==> src/rlcr_pkg.sv <==
// ----------------------------------------------------------------------------
// rlcr_pkg
// Types, widths and constants shared by the rope link relaxer files.
// ----------------------------------------------------------------------------
package rlcr_pkg;

  localparam int COORD_W  = 24;
  localparam int LEN_W    = 16;
  localparam int STIFF_W  = 9;
  localparam int IDX_W    = 4;
  localparam int MAX_EMIT = 16;
  localparam int MAG_W    = 25;               // |coordinate difference|
  localparam int SQ_W     = 52;               // sum of three squares
  localparam int DIST_W   = 26;               // root of SQ_W
  localparam int DIFF_W   = DIST_W + 1;
  localparam int PROD_W   = DIST_W + MAG_W;
  localparam int SCL_W    = PROD_W + STIFF_W;
  localparam int NUM_W    = 62;
  localparam int DEN_W    = DIST_W + 8;
  localparam int SUM_W    = 28;
  localparam int X_STEP   = 25600;            // reset x spacing, 100.0 in Q8
  localparam int QCLAMP_B = 25;               // corrections beyond this saturate

  localparam logic [LEN_W-1:0]   LINK_LENGTH_RST = 16'd12800;
  localparam logic [LEN_W-1:0]   GRAVITY_RST     = 16'd3072;
  localparam logic [COORD_W-1:0] FLOOR_RST       = 24'd2560;
  localparam logic [STIFF_W-1:0] STIFF_RST       = 9'd230;

  localparam logic signed [SUM_W-1:0] SUM_MAX = 28'sd8388607;
  localparam logic signed [SUM_W-1:0] SUM_MIN = -28'sd8388608;

  typedef logic signed [COORD_W-1:0] coord_t;

  typedef struct packed {
    coord_t x;
    coord_t y;
    coord_t z;
  } link_t;

  typedef struct packed {
    logic [LEN_W-1:0]   link_length;
    logic [LEN_W-1:0]   gravity_step;
    coord_t             floor_height;
    logic [STIFF_W-1:0] stiffness;
  } cfg_t;

  typedef enum logic [1:0] {
    REG_LINK_LENGTH = 2'd0,
    REG_GRAVITY     = 2'd1,
    REG_FLOOR       = 2'd2,
    REG_STIFFNESS   = 2'd3
  } reg_idx_t;

  function automatic coord_t sat_coord(input logic signed [SUM_W-1:0] v);
    coord_t r;
    if (v > SUM_MAX) begin
      r = 24'sh7FFFFF;
    end else if (v < SUM_MIN) begin
      r = 24'sh800000;
    end else begin
      r = v[COORD_W-1:0];
    end
    return r;
  endfunction

endpackage

==> src/rlcr_sqrt.sv <==
// ----------------------------------------------------------------------------
// rlcr_sqrt
// Integer square root, two radicand bits per cycle.
// ----------------------------------------------------------------------------
module rlcr_sqrt import rlcr_pkg::*; (
  input  logic              clk,
  input  logic              rst,
  input  logic              start,
  input  logic [SQ_W-1:0]   radicand,
  output logic              done,
  output logic [DIST_W-1:0] root
);

  logic [SQ_W-1:0] rem;
  logic [SQ_W-1:0] res;
  logic [SQ_W-1:0] bitm;
  logic [SQ_W-1:0] trial;
  logic            busy;

  assign trial = res + bitm;
  assign root  = res[DIST_W-1:0];

  always_ff @(posedge clk) begin
    if (start) begin
      rem  <= radicand;
      res  <= '0;
      bitm <= SQ_W'(1) << (SQ_W - 2);
    end else if (busy) begin
      if (rem >= trial) begin
        rem <= rem - trial;
        res <= (res >> 1) + bitm;
      end else begin
        res <= res >> 1;
      end
      bitm <= bitm >> 2;
    end
  end

  always_ff @(posedge clk) begin
    if (rst) begin
      busy <= 1'b0;
      done <= 1'b0;
    end else begin
      done <= busy && bitm[0];
      if (start) begin
        busy <= 1'b1;
      end else if (busy && bitm[0]) begin
        busy <= 1'b0;
      end
    end
  end

endmodule

==> config.mk <==
export PLATFORM = sky130hd
export DESIGN_NAME = rlcr_sqrt
export DESIGN_NICKNAME = d
export VERILOG_FILES = /design/src/rlcr_pkg.sv /design/src/rlcr_sqrt.sv
export SDC_FILE = /design/constraint.sdc
export NUM_CORES = 1
export LEC_CHECK = 0
export BUFFER_PORTS_ARGS = -buffer_cell sky130_fd_sc_hd__buf_2
export CAP_MARGIN = 20
export CORE_UTILIZATION = 64
export CTS_BUF_LIST = sky130_fd_sc_hd__clkbuf_8
export DETAILED_ROUTE_END_ITERATION = 8
export PLACE_DENSITY = 0.84
export SKIP_LAST_GASP = 1
export SLEW_MARGIN = 20
export SYNTH_ARGS = -nofsm -noshare
export SYNTH_HDL_FRONTEND = slang
export SYNTH_SLANG_ARGS = --single-unit
==> constraint.sdc <==
create_clock -name clk -period 7.9 [get_ports clk]
set_input_delay 1.58 -clock clk [delete_from_list [all_inputs] [get_ports clk]]
set_output_delay 1.58 -clock clk [all_outputs]
set_load 0.02 [all_outputs]
==> results_dict.tcl <==
set metrics [dict create \
    grt_pass1_wl_um 54100 \
    cp.required_ns 8.03 \
    clk_pin_slew_ns 0.08 \
    cts-root-buf "clkbuf_8" \
    met3_usage_pct 5.54 \
    fin_util_pct 68.8 \
    synth-seq-cells 132 \
    layout_commonest_cell "nand2_1" \
    setup_viol 0 \
    start_util_pct 65.5 \
    cts.sinks 132 \
    design.core.area_sq_um 18700 \
    reg2reg_depth 20 \
    crit_arrival_ns 6.77 \
    multi_input_area_sq_um 8400 \
    post-route-period-util_pct 84.1 \
    crit_type "reg2reg" \
    end_kind "flop" \
    max_freq_ghz 0.151 \
    rsz0062_at_grt "false" \
    synth.distinct_cells 83 \
    cts_buffers 17 \
    cts_setup_buffers 0 \
    cp_max_fo 27 \
    drcViolationCount 0 \
    hold_viol_final 0 \
    tritoncts "built" \
    regArea_sq_um 3170 \
    status "completed" \
    io_buffers 81 \
    grt_pass1_vias 10600 \
    drtAntennaViolNets 0 \
    ys_seq_area_share_pct 25.8 \
    gp_congestion 0.986 \
    wl_per_cell_um 18.6 \
    peakVddDrop_uv 218 \
    power_density_nw_per_um2 320 \
    grt_max_degree 86 \
    fin_nets 1726 \
    row_count 50 \
    cts_max_level 4 \
    finalSetupTns_ns 0 \
    grt_use_met1_pct 45.7 \
    slew_violations 0 \
    clockBufferDepth 2 \
    finalCriticalPeriod_ns 6.64 \
    vias 11800 \
    holdPathStages 2 \
    worstSetupStartpointType "flop" \
    r2r_start "res[2]" \
    min_from "res[44]" \
    post_cts_resize_count 0 \
    final_cell_mix "184 x nand2_1, 167 x nor2_1, 123 x o21ai_0" \
    grtUsageTotal_pct 34.4 \
    first_pass_iters 6 \
    antenna_found_initial 0 \
    drive_gt1_share_pct 9.83 \
    grt_overflow 0 \
    die_h_um 140 \
    p_leak_nw 5.05 \
    avgSynthCellArea_sq_um 7.82 \
    die_w_um 140 \
    slew-limit-headroom_pct 33.3 \
    skew_ns 0.0161 \
    num_antenna_cells 0 \
    syn_nets 1728 \
    ys.flop_type "dfxtp_1" \
    syn_area_sq_um 12300 \
    dieArea_sq_um 19700 \
    hold_buffers 0 \
    synth_cells 1566 \
    yosys_warnings 0 \
    holdWs_ns 0.514 \
    total_power_mw 4.11 \
    fillers 1603 \
    place_hpwl_um 25000 \
    worstSkewPairLatency_ns 0.46 \
    pin_count 82 \
    area_delta_synth_final_pct 4.98 \
    cap_violations 0 \
    grt.met2_usage_pct 55.4 \
    synth_edf_count 52 \
    crit_path_start "res[2]" \
    hp-class "reg2reg" \
    wirelength_um 33600 \
    drtIter0Drc 1148 \
    worst_pin_slew_ns 0.997 \
    top_usage_layer "met2" \
    routed_via_density 6.51 \
    synth-async-reset-ratio_pct 0 \
]
where the power goes:
part	leakage (nW)	switching [mW]	internal, mW
sequential	1.18	0.135	0.932
clock	0.181	0.295	0.307
combinational	3.69	1.52	0.920
total	5.05	1.95	2.16
worst paths after layout:
kind	to	slack [ns]
max	rem[39]	1.26
min	res[44]	0.51
max reg2reg	rem[39]	1.26
min reg2reg	res[44]	0.51
kinds of logic (layout without fill, tap and decap cells):
kind of cell	Yosys count	after routing	synth area share, %
mux	33	33	2.71
simple gates	535	535	20.1
fa+ha+maj	107	107	11.0
compound gates	495	495	26.3
buf+inv	146	157	5.66
flops	132	132	25.8
xor+xnor	118	118	8.43
synth_stat cells (all sizes together), types with 18 or more instances:
library cell / instances / area, sq um
o21ai: 131 / 659
inv: 36 / 135
xnor2: 56 / 490
o211ai: 20 / 150
nor3: 24 / 120
mux2i: 32 / 320
ha: 106 / 1330
nand4: 27 / 169
edfxtp: 52 / 1560
clkbuf: 57 / 215
and3: 18 / 113
a211oi: 39 / 298
nor2: 167 / 627
a21oi: 101 / 509
xor2: 62 / 543
a21o: 32 / 241
buf: 53 / 343
nand2: 185 / 697
a31oi: 52 / 325
nand3: 38 / 190
dfxtp: 80 / 1600
o21bai: 18 / 135
per-layer routing:
layer / wire length (um) / share of wire [%]
met1: 14500 / 43
met2: 15200 / 45
met3: 2600 / 7.7
met4: 1260 / 3.7
met5: 0 / 0
sequential cells by signal (all words and copies together), names as in the netlist:
register / flops
busy: 1
done: 1
bitm: 26
res: 52
rem: 52
metrics by stage:
step / setup WS (ns) / std cells / cell area (sq um)
after global routing: 0.819 / 1811 / 12900
after CTS: 1.42 / 1810 / 12900
after floorplan: 2.27 / 1566 / 12300
after detailed placement: 1.42 / 1778 / 12500
after global placement: 1.59 / 1778 / 12500
final: 1.26 / 1811 / 12900
final cells by class:
cell class	instances	share of cell area [%]
clock buffer	17	1.82
clock inverter	15	1.28
inverter	36	1.05
multi-input combinational	1288	65.3
sequential	132	24.6
tap	234	2.28
timing repair buffer	89	3.64
worst max-delay path, cell delays in order (launching register included):
cell,delay (ns)
dfxtp_1,0.38
ha_1,0.37
a31oi_1,0.16
a211oi_1,0.63
a31oi_1,0.22
o22ai_1,0.35
nor4_2,0.09
o31ai_1,0.42
a31o_2,0.26
xnor2_1,0.08
ha_1,0.50
nand4_1,0.30
nor3_1,0.21
nand3_1,0.10
o311ai_1,0.26
a2111oi_0,0.11
a211o_1,0.30
a21oi_2,0.13
buf_4,0.31
a21o_2,0.63
buf_4,0.47
No activity file was read; power rests on OpenSTA's default activity.
