### config.mk
export PLATFORM = sky130hd
export DESIGN_NAME = rlcr_div
export DESIGN_NICKNAME = d
export VERILOG_FILES = /design/src/rlcr_pkg.sv /design/src/rlcr_div.sv
export SDC_FILE = /design/constraint.sdc
export NUM_CORES = 1
export LEC_CHECK = 0
export ABC_AREA = 0
export BUFFER_PORTS_ARGS = -buffer_cell sky130_fd_sc_hd__buf_2
export CAP_MARGIN = 40
export CORE_ASPECT_RATIO = 0.8
export CORE_MARGIN = 5
export CORE_UTILIZATION = 46
export DETAILED_ROUTE_END_ITERATION = 10
export PLACE_DENSITY_LB_ADDON = 0.15
export SLEW_MARGIN = 20
export SYNTH_ARGS = -nofsm -noshare
export SYNTH_HDL_FRONTEND = slang
export SYNTH_SLANG_ARGS = --single-unit
### constraint.sdc
create_clock -name clk -period 2.65 [get_ports clk]
set_input_delay 0.265 -clock clk [delete_from_list [all_inputs] [get_ports clk]]
set_output_delay 0.265 -clock clk [all_outputs]
set_load 0.1 [all_outputs]
### src/rlcr_pkg.sv
// ----------------------------------------------------------------------------
// rlcr_pkg
// Types, widths and constants shared by the rope link relaxer files.
// ----------------------------------------------------------------------------
package rlcr_pkg;

  localparam int COORD_W  = 24;
  localparam int LEN_W    = 16;
  localparam int STIFF_W  = 9;
  localparam int IDX_W    = 4;
  localparam int MAX_EMIT = 16;
  localparam int MAG_W    = 25;               // |coordinate difference|
  localparam int SQ_W     = 52;               // sum of three squares
  localparam int DIST_W   = 26;               // root of SQ_W
  localparam int DIFF_W   = DIST_W + 1;
  localparam int PROD_W   = DIST_W + MAG_W;
  localparam int SCL_W    = PROD_W + STIFF_W;
  localparam int NUM_W    = 62;
  localparam int DEN_W    = DIST_W + 8;
  localparam int SUM_W    = 28;
  localparam int X_STEP   = 25600;            // reset x spacing, 100.0 in Q8
  localparam int QCLAMP_B = 25;               // corrections beyond this saturate

  localparam logic [LEN_W-1:0]   LINK_LENGTH_RST = 16'd12800;
  localparam logic [LEN_W-1:0]   GRAVITY_RST     = 16'd3072;
  localparam logic [COORD_W-1:0] FLOOR_RST       = 24'd2560;
  localparam logic [STIFF_W-1:0] STIFF_RST       = 9'd230;

  localparam logic signed [SUM_W-1:0] SUM_MAX = 28'sd8388607;
  localparam logic signed [SUM_W-1:0] SUM_MIN = -28'sd8388608;

  typedef logic signed [COORD_W-1:0] coord_t;

  typedef struct packed {
    coord_t x;
    coord_t y;
    coord_t z;
  } link_t;

  typedef struct packed {
    logic [LEN_W-1:0]   link_length;
    logic [LEN_W-1:0]   gravity_step;
    coord_t             floor_height;
    logic [STIFF_W-1:0] stiffness;
  } cfg_t;

  typedef enum logic [1:0] {
    REG_LINK_LENGTH = 2'd0,
    REG_GRAVITY     = 2'd1,
    REG_FLOOR       = 2'd2,
    REG_STIFFNESS   = 2'd3
  } reg_idx_t;

  function automatic coord_t sat_coord(input logic signed [SUM_W-1:0] v);
    coord_t r;
    if (v > SUM_MAX) begin
      r = 24'sh7FFFFF;
    end else if (v < SUM_MIN) begin
      r = 24'sh800000;
    end else begin
      r = v[COORD_W-1:0];
    end
    return r;
  endfunction

endpackage

### src/rlcr_div.sv
// ----------------------------------------------------------------------------
// rlcr_div
// Restoring unsigned divider, one quotient bit per cycle.
// ----------------------------------------------------------------------------
module rlcr_div import rlcr_pkg::*; (
  input  logic             clk,
  input  logic             rst,
  input  logic             start,
  input  logic [NUM_W-1:0] num,
  input  logic [DEN_W-1:0] den,
  output logic             done,
  output logic [NUM_W-1:0] quo
);

  localparam int CW = $clog2(NUM_W);

  logic [DEN_W-1:0] rem;
  logic [DEN_W-1:0] den_q;
  logic [DEN_W:0]   trial;
  logic [CW-1:0]    cnt;
  logic             busy;

  assign trial = {rem, quo[NUM_W-1]};

  always_ff @(posedge clk) begin
    if (start) begin
      quo   <= num;
      rem   <= '0;
      den_q <= den;
    end else if (busy) begin
      if (trial >= {1'b0, den_q}) begin
        rem <= DEN_W'(trial - {1'b0, den_q});
        quo <= {quo[NUM_W-2:0], 1'b1};
      end else begin
        rem <= trial[DEN_W-1:0];
        quo <= {quo[NUM_W-2:0], 1'b0};
      end
    end
  end

  always_ff @(posedge clk) begin
    if (rst) begin
      busy <= 1'b0;
      done <= 1'b0;
      cnt  <= '0;
    end else begin
      done <= busy && (cnt == '0);
      if (start) begin
        busy <= 1'b1;
        cnt  <= CW'(NUM_W - 1);
      end else if (busy) begin
        if (cnt == '0) begin
          busy <= 1'b0;
        end else begin
          cnt <= cnt - 1'b1;
        end
      end
    end
  end

endmodule

==> flow_metrics.tcl, run 1 <==
set metrics [dict create \
    p_sw_mw 2.648 \
    io_buffer_count 161 \
    nets 1054 \
    die_area_um2 18890 \
    final_util 0.6436 \
    final.fill_count 1264 \
    gr-max-usage-layer "met2" \
    vias 5999 \
    violations "negative setup slack" \
    timing.critical_path.buf_inv 2 \
    grt.total_usage 0.1981 \
    synth_top_area_cell "edfxtp_1" \
    p_seq_frac 0.358 \
    crit_start "quo[61]" \
    ys.flop_type "edfxtp_1" \
    ant_nets 0 \
    path_clk_slew_ns 0.06 \
    die_h_um 124.0 \
    r2r-start "quo[61]" \
    dp_cells 1086 \
    synth_seq_area_share 0.4987 \
    fmax_ghz 0.3339 \
    setup_ws_ns -0.3449 \
    hold_path_class "in -> reg" \
    wl_per_cell_um 16.84 \
    grt_use_met3 0.05557 \
    start_util 0.4710 \
    min_period_ns 2.995 \
    multi_input_area_um2 3739 \
    ctsLongestPathBuffers 2 \
    grt_first_pass_wirelength_mm 30.21 \
    crit_fanout 5 \
    drv_slew 0 \
    rsz0062_at_grt "true" \
    clk_latency_ns 0.42 \
    gp_congestion 0.9079 \
    vias_per_cell 5.230 \
    worstSetupEndpointType "flop" \
    regArea_um2 3724 \
    hp-start "den[20]" \
    internal_power_mw 4.770 \
    setup_viol 28 \
    synth_area_leaders "edfxtp_1 39%, dfxtp_1 11%, mux2_2 9.2%" \
    critPathArrivalTime_ns 3.35 \
    p_leak_nw 4.483 \
    status "finished with violations" \
    drt_wl_total_mm 19.32 \
    netlist.area_leader.share 0.3861 \
    crit_top_cell "a21o_1" \
    cp_data_required_time_ns 3.00 \
    yosysUniqueCellTypes 64 \
    avgSynthCellArea_um2 11.14 \
    worstPathCellList "inv_1, ha_2, inv_2, fa_2, a21o_1, a31o_1, a211o_1, a21o_1, a21bo_4, a211oi_2, xor2_1, o211a_1, nor3_2" \
    worst_setup_path_start_kind "flop" \
    gr-total-overflow 0 \
    grt_use_met2 0.3249 \
    grt_max_degree 63 \
    htree_levels 4 \
    dp_hpwl_mm 13.53 \
    drive_gt1_frac 0.4560 \
    syn_inst 670 \
    ys_warn_count 0 \
    grt_pass1_vias 6153 \
    final.period_utilization 1.130 \
    clock_sinks 138 \
    swShare 0.3569 \
    ys_ff_latch 138 \
    synthArstFlopShare 0 \
    clock_skew_ns 0.01304 \
    grt_use_met1 0.2601 \
    comb_power_share 0.320 \
    tritoncts "yes" \
    instances_no_fill 1147 \
    tightest_slew_ns 0.8176 \
    first_iter_violations 373 \
    io_pins 162 \
    fp-row-count 41 \
    cap_violations 0 \
    max_stage_delay_ns 0.39 \
    critPathKind "reg -> reg" \
    route.detailed.drc 0 \
    timing.setup.tns_ns -3.927 \
    first_pass_iters 4 \
    cts_buffers 17 \
    p_total_mw 7.417 \
    antenna_found_initial 1 \
    hold_violations 0 \
    power_density_nw_per_um2 727.0 \
    clock_power_share 0.322 \
    relSlewSlack 0.4549 \
    ir_worst_vdd_mv 0.5847 \
    syn-num-nets 805 \
    cts_root_buf "clkbuf_16" \
    netlist_area_um2 7466 \
    fp.coreArea_um2 15850 \
    fp.dieW_um 152.4 \
    path_delay_family "compound AO/OA/AOI/OAI gates" \
    synth_edf_count 96 \
    syn_to_final_growth_pct 36.65 \
    antenna-diode-count 0 \
    crit_slowest_cell "edfxtp_1" \
]
==> cells in the mapped netlist, types with 6 or more instances <==
library cell,instances
a211oi_1,17
a21o_1,23
a21oi_1,40
a31oi_1,6
a32oi_1,6
clkbuf_1,25
dfxtp_1,42
edfxtp_1,96
ha_1,35
inv_1,43
mux2_2,61
mux2i_1,10
nand2_1,28
nand2b_1,7
nand3_1,12
nor2_1,66
nor2b_1,6
nor3_1,8
o21ai_0,20
xnor2_1,13
xor2_1,19
==> cell usage in the layout (no fill, tap or decap), drive strengths merged, types with 7 or more instances in the layout <==
cell | synthesis | layout
a211oi | 22 | 22
a21o | 23 | 23
a21oi | 44 | 44
a31oi | 7 | 8
buf | 11 | 255
clkbuf | 25 | 17
dfxtp | 42 | 42
dlygate4sd3 | 0 | 10
edfxtp | 96 | 96
ha | 35 | 35
inv | 43 | 49
mux2 | 61 | 61
mux2i | 10 | 10
nand2 | 28 | 28
nand2b | 7 | 7
nand3 | 13 | 13
nor2 | 66 | 66
nor3 | 11 | 11
o21ai | 21 | 21
xnor2 | 13 | 13
xor2 | 19 | 19
==> cell type report <==
| class | count | share of cell area |
|---|---|---|
| inverter | 43 | 0.01619 |
| tap | 215 | 0.02637 |
| multi-input combinational | 454 | 0.3664 |
| sequential | 138 | 0.3650 |
| clock inverter | 15 | 0.01594 |
| clock buffer | 17 | 0.04170 |
| timing repair buffer | 265 | 0.1684 |
==> cells by family (layout without fill, tap and decap cells) <==
logic type               count (synthesis)  count (layout)  share of synthesized area
flip-flops                             138             138                     0.4987
adder cells (fa/ha/maj)                 36              36                    0.06134
XOR/XNOR                                32              32                    0.03754
AND/OR/NAND/NOR                        155             155                    0.09938
buffers and inverters                   79             340                    0.04525
AO/OA/AOI/OAI                          159             160                     0.1523
multiplexers                            71              71                     0.1054
==> worst paths after layout <==
path                    end  slack (ns)  cells past startpoint
setup / recovery    rem[26]       -0.34                     13
hold / removal    den_q[20]        0.01                      1
setup reg to reg    rem[26]       -0.34                     13
hold reg to reg     rem[19]        0.51                      2
==> sequential cells by signal, summed over array words and instances (netlist names) <==
| signal | flops |
|---|---|
| busy | 1 |
| done | 1 |
| quo | 62 |
| den_q | 34 |
| rem | 34 |
| cnt | 6 |
==> through the flow <==
stage	worst slack, ns	hold WS, ns	cell area [um2]
4_1_cts	-0.3240	0.0001629	9899
6_report	-0.3449	0.01392	10200
5_1_grt	-0.4925	0.002685	10200
3_5_place_dp	-0.3376	0.4431	8959
3_3_place_gp	-0.2641	0.4414	8959
2_1_floorplan	-0.6532	0.3639	7478
==> repair_timing <==
action | CTS | global route
setup buffers | 8 | 9
gates cloned | 3 | 0
hold buffers | 8 | 2
endpoints found under the hold margin | 8 | 2
resized for setup | 30 | 59
pin swaps | 19 | 28
setup endpoints to repair | 34 | 35
==> routing by layer <==
metal,share of wire,vias to the layer above,routed length (um)
li1,-,2957,-
met1,0.45,2878,8682
met5,0.00036,-,7
met4,0.0091,2,175
met2,0.49,145,9418
met3,0.054,17,1034
==> power groups by stage <==
stage	sequential, mW	clock, mW	combinational, mW
after global routing	2.68	2.52	2.52
after floorplan	3.42	0	0.848
after CTS	2.65	2.44	2.25
after detailed placement	2.69	0	2.11
final	2.65	2.39	2.38
after global placement	2.68	0	2.08
Power figures use the tool's default switching activity.
==> run 2, diff against run 1 <==
Settings changed: HOLD_SLACK_MARGIN set to 0.12, TNS_END_PERCENT set to 30.
==> run 2 against run 1 <==
Compared with the run above: the run still ends with negative setup slack left; worst hold slack improved by 0.13 ns; combinational power decreased by 5%; worst setup slack got worse by 0.043 ns; critical path type unchanged; largest cell class is now sequential cells; highest routed layer is now met4; clock-buffer cell count unchanged.
==> flow_metrics.tcl, run 2 (synthesis gave the netlist of run 1 again) <==
set metrics [dict create \
    htree_levels 4 \
    route.detailed.drc 0 \
    min_period_ns 3.038 \
    multi_input_area_um2 3526 \
    drive_gt1_frac 0.3964 \
    dp_cells 1075 \
    ctsLongestPathBuffers 2 \
    hold_end "quo[28]" \
    path_clk_slew_ns 0.07 \
    layout_common_cells "160 x buf_2, 96 x edfxtp_1, 71 x buf_4" \
    dp_hpwl_mm 13.17 \
    tritoncts "yes" \
    grt.total_usage 0.1920 \
    p_leak_nw 4.475 \
    grt_first_pass_wirelength_mm 29.43 \
    antenna-diode-count 0 \
    die_area_um2 18890 \
    io_buffer_count 161 \
    timing.setup.tns_ns -4.026 \
    syn_to_final_growth_pct 35.24 \
    regArea_um2 3724 \
    drt_wl_total_mm 18.45 \
    die_h_um 124.0 \
    clock_sinks 138 \
    r2r-start "quo[61]" \
    vias_per_cell 5.173 \
    whs_path_depth 2 \
    r2r_cells 14 \
    rsz0062_at_grt "true" \
    first_pass_iters 7 \
    drv_slew 0 \
    final.fill_count 1302 \
    setup_viol 29 \
    gp_congestion 0.8904 \
    fp.dieW_um 152.4 \
    tightest_slew_ns 0.5094 \
    final.period_utilization 1.146 \
    worstSetupEndpointType "flop" \
    critPathArrivalTime_ns 3.33 \
    wl_per_cell_um 15.96 \
    hp-start "num[28]" \
    hold_violations 0 \
    layout_commonest_cell "buf_2" \
    clk_latency_ns 0.42 \
    violations "negative setup slack" \
    hold_path_class "in -> reg" \
    instances_no_fill 1156 \
    largest_reg_flops 62 \
    cts_buffers 17 \
    setup_ws_ns -0.3880 \
    grt_max_degree 84 \
    fmax_ghz 0.3292 \
    regMostFlops "quo" \
    cts_root_buf "clkbuf_16" \
    cap_violations 0 \
    antenna_found_initial 0 \
    power_density_nw_per_um2 717.3 \
    first_iter_violations 308 \
    cp_data_required_time_ns 2.95 \
    p_total_mw 7.243 \
    fp.coreArea_um2 15850 \
    status "finished with violations" \
    gr-total-overflow 0 \
    top_regs "quo x62, den_q x34, rem x34" \
    vias 5980 \
    ir_worst_vdd_mv 0.5904 \
    dpl_worst_slack_ns -0.3138 \
    worst_setup_path_start_kind "flop" \
    rr_endpoint "rem[18]" \
    fp-row-count 41 \
    grt_pass1_vias 5995 \
    ant_nets 0 \
    nets 1063 \
    relSlewSlack 0.6628 \
    crit_fanout 3 \
    critPathKind "reg -> reg" \
    clock_skew_ns 0.01501 \
    start_util 0.4710 \
    r2r_slack_ns -0.39 \
    io_pins 162 \
]
[run 2: critical path: stages, from the launching register on]
cell      delay, ns
edfxtp_1       0.39
inv_1          0.08
ha_2           0.18
inv_2          0.04
fa_2           0.33
a21o_1         0.18
a31o_1         0.19
a211o_1        0.36
buf_6          0.14
a211o_1        0.31
a21oi_2        0.19
a21oi_2        0.09
a311oi_2       0.21
xor2_1         0.17
o21ai_1        0.07
[run 2: metrics by stage]
step           instance area [um2]  hold slack [ns]    util
2_1_floorplan                 7475           0.3639       -
3_3_place_gp                  8902           0.4413  0.5616
3_5_place_dp                  8910           0.4431  0.5621
4_1_cts                       9998           0.1249  0.6308
5_1_grt                      10100           0.1227  0.6370
6_report                     10100           0.1395  0.6370
[run 2: per-layer routing]
| layer | global-route usage | routed length, um | vias to the layer above |
|---|---|---|---|
| met5 | 0 | 0 | - |
| met4 | 0.04730 | 143 | 0 |
| met3 | 0.06148 | 1010 | 13 |
| met2 | 0.3166 | 8771 | 129 |
| met1 | 0.2494 | 8528 | 2860 |
| li1 | - | - | 2978 |
[run 2: worst max-delay path by stage]
stage | start | end | slack (ns) | cells after the start
after floorplan | quo[61] | rem[26] | -0.65 | 13
after global placement | quo[61] | rem[26] | -0.26 | 13
after detailed placement | quo[61] | rem[30] | -0.31 | 13
after CTS | quo[61] | rem[26] | -0.30 | 13
after global routing | quo[61] | rem[18] | -0.51 | 14
final | quo[61] | rem[18] | -0.39 | 14
[run 2: power by group]
| part | total [mW] | switching (mW) | internal [mW] |
|---|---|---|---|
| combinational | 2.26 | 1.48 | 0.781 |
| sequential | 2.65 | 0.108 | 2.54 |
| clock | 2.34 | 1.01 | 1.33 |
[run 2: layout make-up]
class	instances	area share
Sequential cell	138	0.3688
Multi-Input combinational cell	453	0.3492
Timing Repair Buffer	275	0.1820
Clock buffer	17	0.04213
Tap cell	215	0.02664
Inverter	43	0.01599
Clock inverter	15	0.01524
[run 2: timing repair]
action,4_1_cts,5_1_grt
endpoints found under the setup margin,35,35
hold endpoints to repair,41,0
hold buffers,35,0
pin swaps,18,20
setup buffers,8,6
cloned,0,0
gates resized for setup,17,16
