## config.mk

```make
export PLATFORM = sky130hd
export DESIGN_NAME = rlcr_cfg
export DESIGN_NICKNAME = d
export VERILOG_FILES = /design/src/rlcr_pkg.sv /design/src/rlcr_cfg.sv
export SDC_FILE = /design/constraint.sdc
export NUM_CORES = 1
export LEC_CHECK = 0
export BUFFER_PORTS_ARGS = -buffer_cell sky130_fd_sc_hd__buf_2
export CAP_MARGIN = 20
export CORE_MARGIN = 5
export CORE_UTILIZATION = 51
export DETAILED_ROUTE_END_ITERATION = 10
export PLACE_DENSITY = 0.85
export SYNTH_ARGS = -nofsm -noshare
export SYNTH_HDL_FRONTEND = slang
export SYNTH_SLANG_ARGS = --single-unit
```

## constraint.sdc

```tcl
create_clock -name clk -period 2.8 [get_ports clk]
set_input_delay 0.14 -clock clk [delete_from_list [all_inputs] [get_ports clk]]
set_output_delay 0.14 -clock clk [all_outputs]
set_load 0.01 [all_outputs]
```

## src/rlcr_pkg.sv

```systemverilog
// ----------------------------------------------------------------------------
// rlcr_pkg
// Types, widths and constants shared by the rope link relaxer files.
// ----------------------------------------------------------------------------
package rlcr_pkg;

  localparam int COORD_W  = 24;
  localparam int LEN_W    = 16;
  localparam int STIFF_W  = 9;
  localparam int IDX_W    = 4;
  localparam int MAX_EMIT = 16;
  localparam int MAG_W    = 25;               // |coordinate difference|
  localparam int SQ_W     = 52;               // sum of three squares
  localparam int DIST_W   = 26;               // root of SQ_W
  localparam int DIFF_W   = DIST_W + 1;
  localparam int PROD_W   = DIST_W + MAG_W;
  localparam int SCL_W    = PROD_W + STIFF_W;
  localparam int NUM_W    = 62;
  localparam int DEN_W    = DIST_W + 8;
  localparam int SUM_W    = 28;
  localparam int X_STEP   = 25600;            // reset x spacing, 100.0 in Q8
  localparam int QCLAMP_B = 25;               // corrections beyond this saturate

  localparam logic [LEN_W-1:0]   LINK_LENGTH_RST = 16'd12800;
  localparam logic [LEN_W-1:0]   GRAVITY_RST     = 16'd3072;
  localparam logic [COORD_W-1:0] FLOOR_RST       = 24'd2560;
  localparam logic [STIFF_W-1:0] STIFF_RST       = 9'd230;

  localparam logic signed [SUM_W-1:0] SUM_MAX = 28'sd8388607;
  localparam logic signed [SUM_W-1:0] SUM_MIN = -28'sd8388608;

  typedef logic signed [COORD_W-1:0] coord_t;

  typedef struct packed {
    coord_t x;
    coord_t y;
    coord_t z;
  } link_t;

  typedef struct packed {
    logic [LEN_W-1:0]   link_length;
    logic [LEN_W-1:0]   gravity_step;
    coord_t             floor_height;
    logic [STIFF_W-1:0] stiffness;
  } cfg_t;

  typedef enum logic [1:0] {
    REG_LINK_LENGTH = 2'd0,
    REG_GRAVITY     = 2'd1,
    REG_FLOOR       = 2'd2,
    REG_STIFFNESS   = 2'd3
  } reg_idx_t;

  function automatic coord_t sat_coord(input logic signed [SUM_W-1:0] v);
    coord_t r;
    if (v > SUM_MAX) begin
      r = 24'sh7FFFFF;
    end else if (v < SUM_MIN) begin
      r = 24'sh800000;
    end else begin
      r = v[COORD_W-1:0];
    end
    return r;
  endfunction

endpackage

```

## src/rlcr_cfg.sv

```systemverilog
// ----------------------------------------------------------------------------
// rlcr_cfg
// APB register file: link length, gravity step, floor height, stiffness.
// ----------------------------------------------------------------------------
module rlcr_cfg import rlcr_pkg::*; (
  input  logic        clk,
  input  logic        rst,
  input  logic        psel,
  input  logic        penable,
  input  logic        pwrite,
  input  logic [3:0]  paddr,
  input  logic [31:0] pwdata,
  output logic [31:0] prdata,
  output logic        pready,
  output cfg_t        cfg
);

  reg_idx_t sel;

  assign sel    = reg_idx_t'(paddr[3:2]);
  assign pready = 1'b1;

  always_ff @(posedge clk) begin
    if (rst) begin
      cfg.link_length  <= LINK_LENGTH_RST;
      cfg.gravity_step <= GRAVITY_RST;
      cfg.floor_height <= FLOOR_RST;
      cfg.stiffness    <= STIFF_RST;
    end else if (psel && penable && pwrite) begin
      unique case (sel)
        REG_LINK_LENGTH: cfg.link_length  <= pwdata[LEN_W-1:0];
        REG_GRAVITY:     cfg.gravity_step <= pwdata[LEN_W-1:0];
        REG_FLOOR:       cfg.floor_height <= pwdata[COORD_W-1:0];
        REG_STIFFNESS:   cfg.stiffness    <= pwdata[STIFF_W-1:0];
        default: ;
      endcase
    end
  end

  always_comb begin
    unique case (sel)
      REG_LINK_LENGTH: prdata = {16'd0, cfg.link_length};
      REG_GRAVITY:     prdata = {16'd0, cfg.gravity_step};
      REG_FLOOR:       prdata = {{8{cfg.floor_height[COORD_W-1]}}, cfg.floor_height};
      REG_STIFFNESS:   prdata = {23'd0, cfg.stiffness};
      default:         prdata = '0;
    endcase
  end

endmodule

```

==> impl_metrics.env, run 1 <==
export IMPL_drive_gt1_frac=0.376
export IMPL_finalHoldViolations=0
export IMPL_min_period_over_period=0.584
export IMPL_synth_top_family_by_area="multiplexers"
export IMPL_syn_nets=355
export IMPL_grt_pass1_wl_mm=12.3
export IMPL_cts_tree="done"
export IMPL_largest_registers="cfg (65)"
export IMPL_crit_fanout=18
export IMPL_crit_slowest_cell="nor2b_1"
export IMPL_worstSetupPathType="input port to output pin"
export IMPL_initial_core_util=0.517
export IMPL_ff2ff_setup_slack_ns=2.00
export IMPL_final_core_util=0.636
export IMPL_clkPwrFrac=0.428
export IMPL_crit_chain="buf_2, nor2b_1, buf_4, and2_1, buf_2"
export IMPL_syn_to_final_growth_pct=23.0
export IMPL_slew_headroom=0.590
export IMPL_critical_path_max_stage_delay_ns=0.50
export IMPL_synth_compound_area_share=0.0555
export IMPL_drv_slew=0
export IMPL_top_register="cfg"
export IMPL_synth_xor_area_share=0
export IMPL_dieArea_sq_mm=0.00801
export IMPL_insertedDiodeCount=0
export IMPL_drt_iter0_drc=94
export IMPL_cts_buffers=9
export IMPL_detailroute_via_count=2617
export IMPL_setup_tns_ns=0
export IMPL_clock_latency_ns=0.33
export IMPL_grt_util_all_layers=0.201
export IMPL_post_synth_top_count_cell="dfxtp_1"
export IMPL_p_leak_nw=1.99
export IMPL_instances_no_fill=505
export IMPL_dp_cells=489
export IMPL_dieWidth_um=89.5
export IMPL_nets=464
export IMPL_critical_path_top_delay_family="buffers and inverters"
export IMPL_hp_class="input port to flip-flop"
export IMPL_synth_mux_area_fraction=0.255
export IMPL_via_per_inst=5.18
export IMPL_min_period_ns=1.64
export IMPL_yosys_most_used_dff="dfxtp_1"
export IMPL_vdd_drop_max_mv=0.297
export IMPL_wl_per_cell_um=15.5
export IMPL_syn_inst=314
export IMPL_synthDistinctLibCells=25
export IMPL_postRouteAntennaNets=0
export IMPL_cts_max_level=3
export IMPL_ys_warn_count=0
export IMPL_row_count=29
export IMPL_synth_top_cell_area_share=0.403
export IMPL_antenna_found_initial=0
export IMPL_p_switching_mw=0.456
export IMPL_syn_avg_cell_area_sq_um=10.3
export IMPL_fp_coreArea_sq_mm=0.00624
export IMPL_grt_start_max_net_pins=60
export IMPL_async_flop_share=0
export IMPL_crit_buf_inv=3
export IMPL_synth_area_leaders="dfxtp_1 40%, mux2i_1 19%, nand2b_1 10%"
export IMPL_worst_pin_slew_ns=0.616
export IMPL_maxCapViolCount=0
export IMPL_seqPwrFrac=0.480
export IMPL_cts_setup_buffers=0
export IMPL_pin_count=139
export IMPL_place_congestion=0.757
export IMPL_synth_seq_area_share=0.403
export IMPL_synth_fa_ha_area_frac=0
export IMPL_clk_pin_slew_ns=0.07
export IMPL_ys_ff_latch=65
export IMPL_clk_path_buf_depth=2
export IMPL_intPower_mw=1.52
export IMPL_finalSetupViolCount=0
export IMPL_cts_root_buf="clkbuf_8"
export IMPL_largest_reg_flops=65
export IMPL_hold_buffers=0
export IMPL_portBuffers=127
export IMPL_cpMostUsedCell="buf_2"
export IMPL_clock_skew_ns=0
export IMPL_switching_share=0.231
export IMPL_rsz0062_at_grt="no"
export IMPL_synthTopCellsByCount="65 x dfxtp_1, 62 x mux2i_1, 52 x nand2b_1, 20 x nor2_1, 16 x buf_4"
export IMPL_wl_mm=7.82
export IMPL_clock_fmax_ghz=0.612
export IMPL_status="completed"
export IMPL_power_density_mw_per_mm2=497
export IMPL_die_y_um=89.5
export IMPL_pwr_share_comb=0.093
export IMPL_dp_hpwl_mm=5.71
export IMPL_drtPass1Iterations=4
export IMPL_syn_area_sq_mm=0.00323
export IMPL_power_mw=1.97
export IMPL_worstPathRequired_ns=2.66
export IMPL_drc=0
export IMPL_post_cts_resized=0
export IMPL_synth_largest_area_cell="dfxtp_1"
export IMPL_grt_overflow_total=0
export IMPL_grt_pass1_vias=2535
export IMPL_end_kind="output pin"
export IMPL_cts_sinks=65
export IMPL_synth_edff_count=0
export IMPL_arrival_ns=1.50
export IMPL_yosys_area_share_simple=0.209
export IMPL_start_kind="input port"
==> stage by stage <==
step                hold WS (ns)  cell area [sq um]  setup slack, ns
floorplan                  0.287               3230             1.55
global placement           0.398               3760             1.08
detailed placement         0.399               3760             1.07
CTS                       0.0388               3970             1.15
global route              0.0587               3970             1.02
finish                    0.0588               3970             1.16
==> per-layer routing <==
layer  vias up  part of all wire  GRT usage
met3         7             0.087     0.0553
li1       1269                 -          -
met4         0             0.011     0.0717
met1      1236              0.44      0.252
met5         -                 0          0
met2       105              0.46      0.333
==> cells in the final DEF (no fill, tap or decap), types with 3 or more instances in the layout <==
master,n
a21bo_1,9
a21oi_1,9
and2_1,10
and3_1,3
buf_2,127
buf_4,6
clkbuf_8,9
clkinv_2,3
dfxtp_1,65
mux2i_1,62
mux4_2,9
nand2_1,7
nand2b_1,52
nand3_1,10
nor2_1,20
o21ai_1,7
or2b_1,7
==> path summary, 6_finish.rpt <==
| path | end | from | depth (start not counted) |
|---|---|---|---|
| max | prdata[18] | paddr[3] | 5 |
| min | cfg[30]$_SDFFE_PP0P_ | pwdata[21] | 3 |
| max reg2reg | cfg[26]$_SDFFE_PP0P_ | cfg[26]$_SDFFE_PP0P_ | 2 |
| min reg2reg | cfg[4]$_SDFFE_PP0P_ | cfg[4]$_SDFFE_PP0P_ | 2 |
==> final cells by class <==
type / instances / area, sq um
clock buffer: 10 / 128
clock inverter: 6 / 82.6
fill: 537 / 2270
multi-input combinational: 214 / 1680
sequential: 65 / 1300
tap: 77 / 96.3
timing repair buffer: 133 / 681
==> worst reg2reg max path, cell delays in order, from the launching register on <==
cell	delay, ns
dfxtp_1	0.38
a21bo_1	0.22
a21oi_1	0.14
==> cell families after synthesis <==
group,count (synthesis)
simple gates,116
other cells,1
compound gates,26
mux,71
flops,65
buf+inv,35
==> power by group through the flow <==
stage / combinational [mW] / sequential [mW] / clock, mW
final: 0.182 / 0.946 / 0.844
after global routing: 0.200 / 0.947 / 0.904
after CTS: 0.185 / 0.946 / 0.864
after detailed placement: 0.185 / 0.966 / 0
after global placement: 0.180 / 0.966 / 0
after floorplan: 0.120 / 0.971 / 0
Note: power is estimated with default switching activity, not from simulation.
==> run 2: changes to the inputs <==
CORE_UTILIZATION = 48   (was 51)
PLACE_DENSITY = 0.81   (was 0.85)
clock period = 1.69 ns   (was 2.8 ns; I/O delays follow)
==> impl_metrics.env, run 2 (synthesis gave the netlist of run 1 again) <==
export IMPL_final_core_util=0.643
export IMPL_end_kind="output pin"
export IMPL_r2r_cells=2
export IMPL_finalHoldViolations=0
export IMPL_dieWidth_um=92.0
export IMPL_drv_slew=0
export IMPL_p_switching_mw=0.805
export IMPL_drc=0
export IMPL_top_register="cfg"
export IMPL_arrival_ns=1.36
export IMPL_status="completed"
export IMPL_drive_gt1_frac=0.376
export IMPL_hp_start="pwdata[7]"
export IMPL_wl_mm=8.15
export IMPL_place_congestion=0.736
export IMPL_whs_endpoint="cfg[7]$_SDFFE_PP1P_"
export IMPL_drtPass1Iterations=4
export IMPL_hold_path_depth=3
export IMPL_clkPwrFrac=0.459
export IMPL_seqPwrFrac=0.447
export IMPL_antenna_found_initial=0
export IMPL_cts_buffers=9
export IMPL_cpMostUsedCell="buf_2"
export IMPL_intPower_mw=2.70
export IMPL_detailroute_via_count=2656
export IMPL_postRouteAntennaNets=0
export IMPL_worstSetupPathType="input port to output pin"
export IMPL_wl_per_cell_um=15.7
export IMPL_slew_headroom=0.572
export IMPL_layout_common_cells="127 x buf_2, 65 x dfxtp_1, 62 x mux2i_1"
export IMPL_grt_pass1_wl_mm=13.1
export IMPL_grt_overflow_total=0
export IMPL_grt_pass1_vias=2694
export IMPL_drt_iter0_drc=79
export IMPL_crit_fanout=25
export IMPL_clk_pin_slew_ns=0.08
export IMPL_pin_count=139
export IMPL_cts_tree="done"
export IMPL_finalSetupViolCount=0
export IMPL_maxCapViolCount=0
export IMPL_initial_core_util=0.499
export IMPL_clock_skew_ns=0
export IMPL_mostFrequentLayoutCell="buf_2"
export IMPL_via_per_inst=5.12
export IMPL_hold_ws_ns=0.0255
export IMPL_r2r_start="cfg[57]$_SDFFE_PP0P_"
export IMPL_largest_reg_flops=65
export IMPL_start_kind="input port"
export IMPL_min_period_over_period=0.853
export IMPL_row_count=29
export IMPL_crit_chain="buf_2, nor2b_1, buf_12, and2_1, buf_2"
export IMPL_cts_root_buf="clkbuf_8"
export IMPL_worst_pin_slew_ns=0.642
export IMPL_power_mw=3.51
export IMPL_cts_max_level=3
export IMPL_rsz0062_at_grt="no"
export IMPL_worstPathRequired_ns=1.61
export IMPL_dieArea_sq_mm=0.00846
export IMPL_switching_share=0.230
export IMPL_regToRegEndpoint="cfg[57]$_SDFFE_PP0P_"
export IMPL_clk_path_buf_depth=2
export IMPL_p_leak_nw=2.07
export IMPL_grt_start_max_net_pins=90
export IMPL_grt_util_all_layers=0.194
export IMPL_insertedDiodeCount=0
export IMPL_clock_latency_ns=0.33
export IMPL_cts_sinks=65
export IMPL_setup_tns_ns=0
export IMPL_min_period_ns=1.44
export IMPL_largest_registers="cfg (65)"
export IMPL_critical_path_max_stage_delay_ns=0.33
export IMPL_die_y_um=92.0
export IMPL_fp_coreArea_sq_mm=0.00646
export IMPL_hp_class="input port to flip-flop"
export IMPL_ff2ff_setup_slack_ns=0.91
export IMPL_nets=478
export IMPL_portBuffers=127
export IMPL_pwr_share_comb=0.095
export IMPL_crit_slowest_cell="nor2b_1"
export IMPL_power_density_mw_per_mm2=844
export IMPL_syn_to_final_growth_pct=28.7
export IMPL_dp_hpwl_mm=5.82
export IMPL_clock_fmax_ghz=0.693
export IMPL_post_cts_resized=0
export IMPL_vdd_drop_max_mv=0.514
==> run 2: changes by cell type in the layout (fill, tap and decap cells not counted), sizes merged <==
cell,delta
bufinv,+1
clkinv,-2
buf,+5
inv,+1
dlygate4sd3,+9
==> run 2: what timing repair did <==
item	CTS	global route
hold endpoints to repair	9	0
hold buffers	9	0
buffers inserted	0	0
==> run 2: per-stage QoR <==
step                setup slack, ns  instances  instance area, sq um
global route                  0.150        519                  4150
detailed placement            0.184        494                  3820
finish                        0.248        519                  4150
CTS                           0.221        519                  4150
floorplan                     0.555        314                  3230
global placement              0.224        494                  3820
==> run 2: area by class of cell <==
type / instances / area, sq um
Tap cell: 77 / 96.3
Clock inverter: 6 / 115
Clock buffer: 10 / 128
Fill cell: 525 / 2310
Sequential cell: 65 / 1300
Timing Repair Buffer: 147 / 833
Multi-Input combinational cell: 214 / 1680
==> run 2: critical path, delay by kind of cell <==
kind	cells	cell delay [ns]
buffers and inverters	3	0.69
AND/OR/NAND/NOR	2	0.57
==> run 2: how the worst max path moves through the flow <==
stage,from,to,slack (ns),cells past startpoint
after CTS,paddr[3],prdata[28],0.22,5
final,paddr[3],prdata[28],0.25,5
after global placement,paddr[3],cfg[10]$_SDFFE_PP0P_,0.22,4
after global routing,paddr[3],prdata[23],0.15,5
after detailed placement,paddr[3],cfg[24]$_SDFFE_PP0P_,0.18,5
after floorplan,paddr[3],prdata[24],0.56,5
==> run 2: per-layer routing <==
layer,vias to the layer above,GRT usage,part of all wire
met4,0,0.0903,0.013
met5,-,0,0
met1,1237,0.240,0.42
met3,9,0.0450,0.081
li1,1296,-,-
met2,114,0.321,0.48
==> run 2: power by group through the flow <==
stage	Sequential (mW)	Combinational (mW)	Clock, mW
4_1_cts	1.57	0.335	1.63
6_report	1.57	0.332	1.61
3_3_place_gp	1.60	0.314	0
5_1_grt	1.57	0.361	1.72
2_1_floorplan	1.61	0.199	0
3_5_place_dp	1.60	0.318	0
==> run 3: changes to the inputs <==
PLACE_DENSITY = 0.79   (was 0.81)
==> impl_metrics.env, run 3 (synthesis gave the netlist of run 1 again) <==
export IMPL_critical_path_max_stage_delay_ns=0.48
export IMPL_hp_start="pwdata[9]"
export IMPL_top_register="cfg"
export IMPL_clock_latency_ns=0.33
export IMPL_start_kind="flip-flop"
export IMPL_rsz0062_at_grt="no"
export IMPL_wl_mm=8.28
export IMPL_finalHoldViolations=0
export IMPL_drc=0
export IMPL_insertedDiodeCount=0
export IMPL_grt_pass1_wl_mm=13.4
export IMPL_drv_slew=0
export IMPL_drive_gt1_frac=0.385
export IMPL_mostFrequentLayoutCell="buf_2"
export IMPL_clk_pin_slew_ns=0.07
export IMPL_worstSetupPathType="flip-flop to output pin"
export IMPL_grt_util_all_layers=0.198
export IMPL_antenna_found_initial=0
export IMPL_maxCapViolCount=0
export IMPL_cts_sinks=65
export IMPL_clock_skew_ns=0
export IMPL_wl_per_cell_um=15.8
export IMPL_min_period_over_period=0.816
export IMPL_drtPass1Iterations=4
export IMPL_cts_root_buf="clkbuf_8"
export IMPL_grt_start_max_net_pins=30
export IMPL_status="completed"
export IMPL_pre_cts_slack_ns=0.244
export IMPL_largest_reg_flops=65
export IMPL_hold_ws_ns=0.0259
export IMPL_nets=483
export IMPL_fp_coreArea_sq_mm=0.00646
export IMPL_die_y_um=92.0
export IMPL_clock_fmax_ghz=0.725
export IMPL_portBuffers=127
export IMPL_cts_setup_buffers=0
export IMPL_worst_pin_slew_ns=0.633
export IMPL_cts_buffers=9
export IMPL_cts_max_level=3
export IMPL_hold_path_depth=3
export IMPL_dp_hpwl_mm=6.06
export IMPL_grt_pass1_vias=2716
export IMPL_r2r_cells=2
export IMPL_place_congestion=0.759
export IMPL_dieArea_sq_mm=0.00846
export IMPL_initial_core_util=0.499
export IMPL_min_period_ns=1.38
export IMPL_largest_registers="cfg (65)"
export IMPL_grt_overflow_total=0
export IMPL_syn_to_final_growth_pct=27.6
export IMPL_r2r_start="cfg[55]$_SDFFE_PP0P_"
export IMPL_end_kind="output pin"
export IMPL_power_density_mw_per_mm2=779
export IMPL_finalSetupViolCount=0
export IMPL_detailroute_via_count=2687
export IMPL_crit_fanout=3
export IMPL_drt_iter0_drc=70
export IMPL_clk_path_buf_depth=2
export IMPL_hp_class="input port to flip-flop"
export IMPL_design_area_sq_mm=0.00412
export IMPL_slew_headroom=0.578
export IMPL_postRouteAntennaNets=0
export IMPL_crit_chain="mux4_2, buf_2"
export IMPL_setup_tns_ns=0
export IMPL_row_count=29
export IMPL_arrival_ns=1.29
export IMPL_place_area_sq_mm=0.00384
export IMPL_pin_count=139
export IMPL_via_per_inst=5.13
export IMPL_fin_ws_ns=0.311
export IMPL_layout_common_cells="127 x buf_2, 65 x dfxtp_1, 62 x mux2i_1"
export IMPL_p_leak_nw=2.06
export IMPL_crit_slowest_cell="mux4_2"
export IMPL_vdd_drop_max_mv=0.462
export IMPL_worstPathRequired_ns=1.61
export IMPL_cts_tree="done"
export IMPL_dieWidth_um=92.0
export IMPL_power_mw=3.20
export IMPL_startpoint="cfg[1]$_SDFFE_PP1P_"
[run 3: changes by cell type in the layout (fill, tap and decap cells not counted)]
cell | previous run | this run
clkinv_4 | 1 | 0
clkinvlp_4 | 1 | 2
inv_6 | 1 | 0
bufinv_16 | 3 | 1
clkinv_2 | 0 | 2
buf_4 | 9 | 17
dlygate4sd3_1 | 9 | 8
clkbuf_8 | 9 | 10
buf_12 | 2 | 0
[run 3: path summary, 6_finish.rpt]
kind                          end  slack [ns]
max reg2reg  cfg[55]$_SDFFE_PP0P_        0.88
min          cfg[42]$_SDFFE_PP0P_        0.03
min reg2reg  cfg[36]$_SDFFE_PP0P_        0.49
max                     prdata[1]        0.31
[run 3: critical path: cells and delay by family (launching register included)]
family | cells | cell delay, ns
multiplexers | 1 | 0.48
flip-flops | 1 | 0.33
buffers and inverters | 1 | 0.16
[run 3: metal layers]
| layer | track usage | vias to the layer above | routed length (um) |
|---|---|---|---|
| li1 | - | 1307 | - |
| met1 | 0.235 | 1269 | 3630 |
| met2 | 0.345 | 103 | 3940 |
| met3 | 0.0548 | 8 | 629 |
| met4 | 0.0693 | 0 | 77 |
| met5 | 0 | - | 0 |
[run 3: per-stage QoR]
step                      cells  utilization
after global placement      500        0.595
after detailed placement    500        0.595
after floorplan             314            -
after CTS                   524        0.637
final                       524        0.637
after global routing        524        0.637
[run 3: area by class of cell]
cell class | instances | area [sq um]
Tap cell | 77 | 96.3
Clock inverter | 5 | 55.1
Multi-Input combinational cell | 214 | 1680
Clock buffer | 11 | 141
Timing Repair Buffer | 152 | 843
Fill cell | 552 | 2340
Sequential cell | 65 | 1300
[run 3: power by group]
| part | switching (mW) | total, mW | internal, mW |
|---|---|---|---|
| clock network | 0.587 | 1.30 | 0.717 |
| logic | 0.173 | 0.335 | 0.161 |
| registers | 0.0150 | 1.57 | 1.55 |
[run 3: repair_timing]
action / in CTS / in global routing
hold buffers: 8 / 0
hold endpoints to repair: 8 / 0
gates resized for setup: 0 / 0
